File: config.mk
export PLATFORM = sky130hd
export DESIGN_NAME = random_distinct_target_sampler
export DESIGN_NICKNAME = d
export VERILOG_FILES = /design/src/hw/rtl/rdts_pkg.sv /design/src/hw/rtl/random_distinct_target_sampler.sv /design/src/hw/rtl/rdts_lcg_mul.sv
export VERILOG_INCLUDE_DIRS = /design/src /design/src/hw/rtl
export SDC_FILE = /design/constraint.sdc
export NUM_CORES = 2
export LEC_CHECK = 0
export BUFFER_PORTS_ARGS = -buffer_cell sky130_fd_sc_hd__buf_2
export CORE_MARGIN = 5
export CORE_UTILIZATION = 50
export DETAILED_ROUTE_END_ITERATION = 6
export HOLD_SLACK_MARGIN = 0.03
export PLACE_DENSITY = 0.62
export REMOVE_ABC_BUFFERS = 1
export SYNTH_ARGS = -nofsm -noshare
export SYNTH_HDL_FRONTEND = slang
export SYNTH_HIERARCHICAL = 1
export SYNTH_SLANG_ARGS = --single-unit
File: constraint.sdc
create_clock -name clk -period 17.5 [get_ports clk]
set_clock_uncertainty 0.1 [all_clocks]
set_input_delay 0.875 -clock clk [delete_from_list [all_inputs] [get_ports clk]]
set_output_delay 0.875 -clock clk [all_outputs]
set_load 0.01 [all_outputs]
File: src/hw/rtl/random_distinct_target_sampler_assert.svh
// Assertion macros for the distinct target sampler.
// Used by the top level only; needs no package.
`ifndef RANDOM_DISTINCT_TARGET_SAMPLER_ASSERT_SVH
`define RANDOM_DISTINCT_TARGET_SAMPLER_ASSERT_SVH

// Implication checked on every rising edge outside reset.
`define RDTS_ASSERT_IMPL(label, ante, cons) \
  label: assert property (@(posedge clk) disable iff (!rst_n) (ante) |-> (cons)) \
    else $error("assertion failed");

// Implication checked in the cycle after the antecedent.
`define RDTS_ASSERT_NEXT(label, ante, cons) \
  label: assert property (@(posedge clk) disable iff (!rst_n) (ante) |=> (cons)) \
    else $error("assertion failed");

`endif

File: src/hw/rtl/rdts_pkg.sv
// Shared types and constants of the distinct target sampler.
// No dependencies.
package rdts_pkg;

  localparam int unsigned MaxNodes = 64;
  localparam int unsigned NodeW    = 6;
  localparam int unsigned CntW     = 7;
  localparam logic [63:0] LcgMul   = 64'd6364136223846793005;
  localparam logic [63:0] LcgInc   = 64'd1442695040888963407;
  localparam logic [63:0] ResetSeed = 64'd12345;

  localparam logic [1:0] RegNodeCount = 2'd0;
  localparam logic [1:0] RegTargets   = 2'd1;
  localparam logic [1:0] RegMode      = 2'd2;
  localparam logic [1:0] RegSeed      = 2'd3;

  typedef enum logic [2:0] {
    ST_IDLE, ST_FILL, ST_MUL, ST_MOD, ST_READ, ST_OUT
  } state_t;

  // Control from the sequencer to the serial multiplier.
  typedef struct packed {
    logic start;
  } mul_ctl_t;

endpackage

File: src/hw/rtl/random_distinct_target_sampler.sv
// Distinct random target sampler: channels, sequencer, node list memory and modulo.
// Depends on rdts_pkg, rdts_lcg_mul and random_distinct_target_sampler_assert.svh.
//
// Usage: a sender index arrives as one beat on in_valid/in_ready. The block
// draws min(targets_per_node, node_count-1) distinct destinations and sends
// each as one beat on out_valid/out_ready, the final one with out_last set.
// A draw of zero gives a single beat with out_empty_res set and target zero.
// node_count counts as at most 64. The node list is filled, then each draw
// runs the bit-serial 64-bit LCG multiply, the restoring modulo of the 31
// high state bits and the list memory access; up to 63 targets are drawn.
// One sender is handled at a time; in_ready is high only when the block is
// idle. The output register holds a beat while the receiver stalls; the
// next draw runs meanwhile, and the sequencer waits for the beat to be
// taken before it sends the next one.
// Reset (synchronous, rst_n low) loads the register reset values and the
// LCG state 12345. Writes on cfg_* take effect at once; writing start_seed
// also reloads the LCG state. Unknown register indexes are ignored.
module random_distinct_target_sampler (
  input  logic        clk,
  input  logic        rst_n,
  input  logic        cfg_we,
  input  logic [1:0]  cfg_index,
  input  logic [63:0] cfg_data,
  input  logic        in_valid,
  output logic        in_ready,
  input  logic [5:0]  in_sender,
  output logic        out_valid,
  input  logic        out_ready,
  output logic [5:0]  out_target,
  output logic        out_last,
  output logic        out_empty_res
);
  import rdts_pkg::*;

  // Configuration registers.
  logic [6:0]  node_count_r;
  logic [5:0]  targets_r;
  logic        mode_r;
  logic [63:0] lcg_r, lcg_nxt;

  state_t state_r, state_nxt;
  logic [5:0] sender_r, sender_nxt;
  logic [5:0] remain_r, remain_nxt;
  logic [CntW-1:0] size_r, size_nxt;
  logic [CntW-1:0] fill_r, fill_nxt;
  logic [CntW-1:0] nsat;
  logic [5:0]  cnt_sat;
  logic [30:0] dvd_r, dvd_nxt;
  logic [CntW-1:0] rem_r, rem_nxt;
  logic [4:0]  mcnt_r, mcnt_nxt;
  logic [CntW:0] trial;
  logic        ov_r, ov_nxt;
  logic [5:0]  ot_r, ot_nxt;
  logic        ol_r, ol_nxt;
  logic        oe_r, oe_nxt;
  logic [5:0]  last_r, last_nxt;
  logic        mem_we;
  logic [5:0]  mem_wa;
  logic [5:0]  mem_wd;
  logic [5:0]  mem_ra;
  logic [5:0]  mem_rd_r;
  logic [5:0]  avail_mem [MaxNodes];
  mul_ctl_t    mul_ctl;
  logic        mul_busy;
  logic [63:0] mul_res;
  logic [CntW-1:0] fill_w;

  rdts_lcg_mul u_mul (
    .clk(clk), .rst_n(rst_n), .ctl_i(mul_ctl), .state_i(lcg_r),
    .busy_o(mul_busy), .result_o(mul_res)
  );

  // Saturated node and target counts.
  always_comb begin
    nsat = (node_count_r > 7'(MaxNodes)) ? 7'(MaxNodes) : node_count_r;
    if (nsat == 7'd0) cnt_sat = 6'd0;
    else if ({1'b0, targets_r} > nsat - 7'd1) cnt_sat = 6'(nsat - 7'd1);
    else cnt_sat = targets_r;
  end

  assign trial  = {rem_r, dvd_r[30]} - {1'b0, size_r};
  assign fill_w = (fill_r >= {1'b0, sender_r}) ? fill_r + 7'd1 : fill_r;

  // Sequencer.
  always_comb begin
    state_nxt  = state_r;
    sender_nxt = sender_r;
    remain_nxt = remain_r;
    size_nxt   = size_r;
    fill_nxt   = fill_r;
    lcg_nxt    = lcg_r;
    dvd_nxt    = dvd_r;
    rem_nxt    = rem_r;
    mcnt_nxt   = mcnt_r;
    ov_nxt     = ov_r;
    ot_nxt     = ot_r;
    ol_nxt     = ol_r;
    oe_nxt     = oe_r;
    last_nxt   = last_r;
    mem_we     = 1'b0;
    mem_wa     = 6'(fill_r);
    mem_wd     = 6'(fill_w);
    mem_ra     = 6'(rem_r);
    mul_ctl    = '0;
    in_ready   = 1'b0;
    if (ov_r && out_ready) ov_nxt = 1'b0;
    case (state_r)
      ST_IDLE: begin
        in_ready = 1'b1;
        if (in_valid) begin
          sender_nxt = in_sender;
          if (!mode_r) lcg_nxt = lcg_r + {58'd0, in_sender};
          remain_nxt = cnt_sat;
          if (cnt_sat == 6'd0) begin
            in_ready  = !ov_r || out_ready;
            if (in_ready) begin
              ov_nxt = 1'b1; ot_nxt = 6'd0; ol_nxt = 1'b1; oe_nxt = 1'b1;
            end else begin
              lcg_nxt = lcg_r;
            end
          end else begin
            fill_nxt  = 7'd0;
            size_nxt  = ({1'b0, in_sender} < nsat) ? nsat - 7'd1 : nsat;
            state_nxt = ST_FILL;
          end
        end
      end
      ST_FILL: begin
        // Ascending list of all nodes but the sender.
        if (fill_r < size_r) begin
          mem_we   = 1'b1;
          fill_nxt = fill_r + 7'd1;
        end else begin
          mul_ctl.start = 1'b1;
          state_nxt = ST_MUL;
        end
      end
      ST_MUL: begin
        // The last list entry is fetched while the multiply runs.
        mem_ra = 6'(size_r - 7'd1);
        if (!mul_busy) begin
          last_nxt = mem_rd_r;
          lcg_nxt  = mul_res;
          dvd_nxt  = mul_res[63:33];
          rem_nxt  = 7'd0;
          mcnt_nxt = 5'd30;
          state_nxt = ST_MOD;
        end
      end
      ST_MOD: begin
        // Restoring modulo, one dividend bit a cycle.
        if (!trial[CntW]) rem_nxt = trial[CntW-1:0];
        else rem_nxt = {rem_r[CntW-2:0], dvd_r[30]};
        dvd_nxt = {dvd_r[29:0], 1'b0};
        if (mcnt_r == 5'd0) state_nxt = ST_READ;
        else mcnt_nxt = mcnt_r - 5'd1;
      end
      ST_READ: begin
        mem_ra = 6'(rem_r);
        state_nxt = ST_OUT;
      end
      ST_OUT: begin
        // mem_rd_r holds the chosen entry; the last entry takes its slot.
        mem_ra = 6'(rem_r);
        if (!ov_r || out_ready) begin
          ov_nxt = 1'b1;
          ot_nxt = mem_rd_r;
          ol_nxt = (remain_r == 6'd1);
          oe_nxt = 1'b0;
          mem_we = 1'b1;
          mem_wa = 6'(rem_r);
          mem_wd = last_r;
          size_nxt   = size_r - 7'd1;
          remain_nxt = remain_r - 6'd1;
          if (remain_r == 6'd1) state_nxt = ST_IDLE;
          else begin
            mul_ctl.start = 1'b1;
            state_nxt = ST_MUL;
          end
        end
      end
      default: state_nxt = ST_IDLE;
    endcase
    if (cfg_we && cfg_index == RegSeed) lcg_nxt = cfg_data;
  end

  // Node list memory.
  always_ff @(posedge clk) begin
    if (mem_we) avail_mem[mem_wa] <= mem_wd;
    mem_rd_r <= avail_mem[mem_ra];
  end

  always_ff @(posedge clk) begin
    if (!rst_n) begin
      state_r      <= ST_IDLE;
      ov_r         <= 1'b0;
      node_count_r <= 7'd64;
      targets_r    <= 6'd63;
      mode_r       <= 1'b0;
      lcg_r        <= ResetSeed;
    end else begin
      state_r <= state_nxt;
      ov_r    <= ov_nxt;
      lcg_r   <= lcg_nxt;
      if (cfg_we) begin
        case (cfg_index)
          RegNodeCount: node_count_r <= cfg_data[6:0];
          RegTargets:   targets_r    <= cfg_data[5:0];
          RegMode:      mode_r       <= cfg_data[0];
          default: ;
        endcase
      end
    end
    sender_r <= sender_nxt;
    remain_r <= remain_nxt;
    size_r   <= size_nxt;
    fill_r   <= fill_nxt;
    dvd_r    <= dvd_nxt;
    rem_r    <= rem_nxt;
    mcnt_r   <= mcnt_nxt;
    ot_r     <= ot_nxt;
    ol_r     <= ol_nxt;
    oe_r     <= oe_nxt;
    last_r   <= last_nxt;
  end

  assign out_valid     = ov_r;
  assign out_target    = ot_r;
  assign out_last      = ol_r;
  assign out_empty_res = oe_r;

  `include "random_distinct_target_sampler_assert.svh"

  `RDTS_ASSERT_IMPL(a_empty_is_last, out_valid && out_empty_res, out_last && out_target == 6'd0)
  `RDTS_ASSERT_IMPL(a_mod_in_range, state_r == ST_READ, rem_r < size_r)
  `RDTS_ASSERT_NEXT(a_mul_runs, state_r == ST_FILL && state_nxt == ST_MUL, mul_busy)
endmodule

File: src/hw/rtl/rdts_lcg_mul.sv
// Bit-serial 64-bit LCG step: state * multiplier + increment, mod 2^64.
// Depends on rdts_pkg.
module rdts_lcg_mul (
  input  logic              clk,
  input  logic              rst_n,
  input  rdts_pkg::mul_ctl_t ctl_i,
  input  logic [63:0]       state_i,
  output logic              busy_o,
  output logic [63:0]       result_o
);
  import rdts_pkg::*;

  logic [63:0] acc_r, acc_nxt;
  logic [63:0] mcand_r, mcand_nxt;
  logic [63:0] mplier_r, mplier_nxt;
  logic [6:0]  cnt_r, cnt_nxt;

  // One multiplier bit per cycle, shift-and-add from the low end.
  always_comb begin
    acc_nxt    = acc_r;
    mcand_nxt  = mcand_r;
    mplier_nxt = mplier_r;
    cnt_nxt    = cnt_r;
    if (ctl_i.start) begin
      acc_nxt    = LcgInc;
      mcand_nxt  = state_i;
      mplier_nxt = LcgMul;
      cnt_nxt    = 7'd64;
    end else if (cnt_r != 7'd0) begin
      if (mplier_r[0]) acc_nxt = acc_r + mcand_r;
      mcand_nxt  = {mcand_r[62:0], 1'b0};
      mplier_nxt = {1'b0, mplier_r[63:1]};
      cnt_nxt    = cnt_r - 7'd1;
    end
  end

  always_ff @(posedge clk) begin
    if (!rst_n) begin
      cnt_r <= 7'd0;
    end else begin
      cnt_r <= cnt_nxt;
    end
    acc_r    <= acc_nxt;
    mcand_r  <= mcand_nxt;
    mplier_r <= mplier_nxt;
  end

  assign busy_o   = (cnt_r != 7'd0) || ctl_i.start;
  assign result_o = acc_r;
endmodule
==> run_results.csv <==
group,metric,value,unit
routing,drc,0,
power,power_frac_clock,22.8,%
timing,drv_slew,0,
floorplanning,dieArea,0.0797,mm²
synth,syn_area,0.0371,mm²
timing,fin_ws,11.77,ns
power,worst_ir_drop_vdd,0.0927,mV
synth,async_flop_share,0,%
routing,vias_per_cell,6.04,
routing,route.antenna.remaining_nets,0,
power,pwr-share-seq,37.0,%
critical_path,startpoint,"node_count_r[6]",
global_routing,grt_pass1_wl,151,mm
place,place_congestion,0.901,
clocking,cts_hold_buffers,0,
clocking,clock_path_buffers,3,
clocking,cts_setup_buffers,0,
timing,finalHoldViolCount,0,
timing,period_needed,5.73,ns
synth,ys_types,88,
layout,final_util,56.1,%
power,power.leakage,15.2,nW
floorplanning,die_width,282,µm
power,switchingPower,0.00292,W
layout,drive_gt1_share,14.2,%
critical_path,end_kind,"output pin",
global_routing,grt_pass1_vias,25864,
floorplanning,die_y,282,µm
layout,layout_commonest_cell,"edfxtp_1",
synth,netlist_instances,3270,
status,outcome,"completed",
critical_path,crit_arrival,4.76,ns
layout,diodes,0,
power,internal_power,0.00462,W
critical_path,crit_fanout,11,
synth,ys_seq_area_share,55.0,%
clocking,cts_tree,"done",
layout,area_growth,10.8,%
timing,grt_setup_unrepaired,"no",
routing,drt_iter0_drc,2110,
place,dp_slack,11.93,ns
critical_path,startpoint_type,"flop",
floorplanning,start_util,50.6,%
run,maxCapViolCount,0,
layout,nFillCells,6180,
synth,ys_ff_latch,753,
power,combPwrFrac,40.1,%
global_routing,grt_start_max_net_pins,91,
clocking,worstSkewPairLatency,0.65,ns
routing,via_count,26033,
clocking,htreeDepth,3,
timing,fin_crit_sh,32.7,%
layout,fin_nets,3470,
layout,layout_common_cells,"531 x edfxtp_1, 456 x nand2_1, 276 x a21oi_1",
critical_path,cpMaxStageDelayCell,"a41o_1",
routing,wl,96.5,mm
floorplanning,ios,87,
global_routing,grt_overflow_total,0,
synth,synth_edf_count,531,
synth,ys.flop_type,"edfxtp_1",
synth,yosysWarnings,6,
timing,setup_violations,0,
floorplanning,rows,99,
critical_path,critical_path_class,"flop to output pin",
routing,post_drt_wl_per_cell,22.4,µm
power,p_per_area,183,mW/mm²
critical_path,cp_top_family,"simple AND/OR/NAND/NOR gates",
layout,final_cell_area,0.0411,mm²
clocking,clock_sinks,753,
min_path,hp-start,"u_mul/mplier_r[62]",
critical_path,cp_cell_sequence,"inv_1 -> nand2_1 -> ha_1 -> nor3b_1 -> o21ai_0 -> inv_1 -> ha_1 -> nand4_1 -> nor2_1 -> mux2i_1 -> a41o_1 -> nor4b_2 -> o21a_1 -> and2_1 -> a31oi_1 -> buf_2",
global_routing,antenna_found_initial,0,
layout,stdcell_count,4311,
critical_path,worst-path-buf-inv,3,
min_path,hold_class,"flop to flop",
critical_path,worstPathRequired,16.52,ns
routing,dr.pass1.iters,6,
critical_path,slowest_delay,0.44,ns
place,dp.cells,4162,
power,netSwitchingFraction,38.7,%
clocking,path_clk_slew,0.06,ns
timing,max_slew.worst_pin.slew,1.15,ns
clocking,numCtsBuffers,80,
global_routing,grt_usage,23.9,%
clocking,root_buffer,"clkbuf_16",
place,portBuffers,86,
timing,setup_tns,0,ns
place,post-dp-hpwl,66.4,mm
place,postPlaceCellArea,0.0384,mm²
timing,slew_headroom,23.1,%
clocking,cts_resized,0,
floorplanning,core_area,0.0733,mm²
timing,fmax,0.174,GHz
critical_path,r2r_start,"state_r[1]",
synth,synth.avg_cell_area,11.3,µm²
power groups by stage:
stage / Sequential, W / Combinational (W) / Clock (W)
after global placement: 0.00281 / 0.00293 / 0
after CTS: 0.00279 / 0.00301 / 0.00176
final: 0.00279 / 0.00303 / 0.00172
after floorplan: 0.00272 / 0.00227 / 0
after global routing: 0.00283 / 0.00334 / 0.00184
after detailed placement: 0.00282 / 0.00299 / 0
worst reg2reg max path, cell delays in order, from the launching register on:
cell and delay, ns:
dfxtp_1 0.41, clkinv_1 0.21, and3_1 0.66, clkinv_1 0.68, nor2_2 0.25, buf_4 0.32, nand2_1 0.16, o21ai_4 0.10
buf_4 0.66, inv_2 0.12, nand2_4 0.12, nor2_1 0.06, o21ai_0 0.75, o21ai_4 0.10, buf_4 0.31, o21ai_0 0.35
a21oi_1 0.06
cells in the mapped netlist, drive strengths merged, types with 14 or more instances:
cell type	instances	share of area, %
nand4	44	0.74
mux2	67	2.0
ha	105	3.5
edfxtp	531	43
a31oi	21	0.37
nor2b	15	0.25
and3	31	0.52
o22ai	20	0.34
o21ai	155	2.1
xor2	53	1.3
mux4	96	5.8
nor2	180	1.8
nand3	94	1.3
dfxtp	222	12
buf	49	0.73
inv	67	0.68
o211ai	47	0.95
o31ai	19	0.38
nand2	460	4.7
a21oi	279	3.8
mux2i	109	2.9
xnor2	66	1.6
nor3	103	1.5
clkbuf	144	1.5
a211oi	15	0.30
a21o	65	1.3
or3	14	0.24
and2	20	0.34
o21bai	18	0.36
registers in the layout (all words and copies together) (netlist names), 7 cells and up:
register / cells
u_mul/mcand_r: 64
u_mul/mplier_r: 63
lcg_r: 64
fill_r: 7
u_mul/cnt_r: 7
size_r: 7
node_count_r: 7
dvd_r: 31
u_mul/result_o: 64
avail_mem: 384
rem_r: 7
worst paths after layout:
check | endpoint | slack, ns | cells past startpoint
setup / recovery | in_ready | 11.77 | 16
hold reg to reg | u_mul/mplier_r[62] | 0.35 | 2
hold / removal | u_mul/mplier_r[62] | 0.35 | 2
setup reg to reg | lcg_r[32] | 11.92 | 16
routing by layer:
| layer | wire length (µm) | vias up | global-route usage (%) |
|---|---|---|---|
| li1 | - | 12246 | - |
| met1 | 41900 | 12720 | 33.4 |
| met2 | 45800 | 886 | 39.5 |
| met3 | 6060 | 181 | 3.74 |
| met4 | 2680 | 0 | 6.45 |
| met5 | 0 | - | 0 |
metrics by stage:
step	total power (W)	hold WS, ns
2_1_floorplan	0.00499	0.300
3_3_place_gp	0.00575	0.330
3_5_place_dp	0.00581	0.336
4_1_cts	0.00756	0.345
5_1_grt	0.00800	0.355
6_report	0.00754	0.348
kinds of logic after synthesis:
kind of cell | Yosys count | synth area share (%)
compound gates | 725 | 12.0
xor+xnor | 119 | 2.81
fa+ha+maj | 108 | 3.70
buf+inv | 263 | 2.89
flops | 753 | 55.0
mux | 272 | 10.8
simple gates | 1030 | 12.8
area by class of cell:
type	instances	area (µm²)	share of cell area (%)
inverters	70	263	0.639
multi-input cells	2254	15800	38.5
repair buffers	126	731	1.78
flip-flops and latches	753	20400	49.6
well taps	959	1200	2.92
clock buffers	106	2240	5.44
clock inverters	43	464	1.13
(Power assumes the default switching activity.)
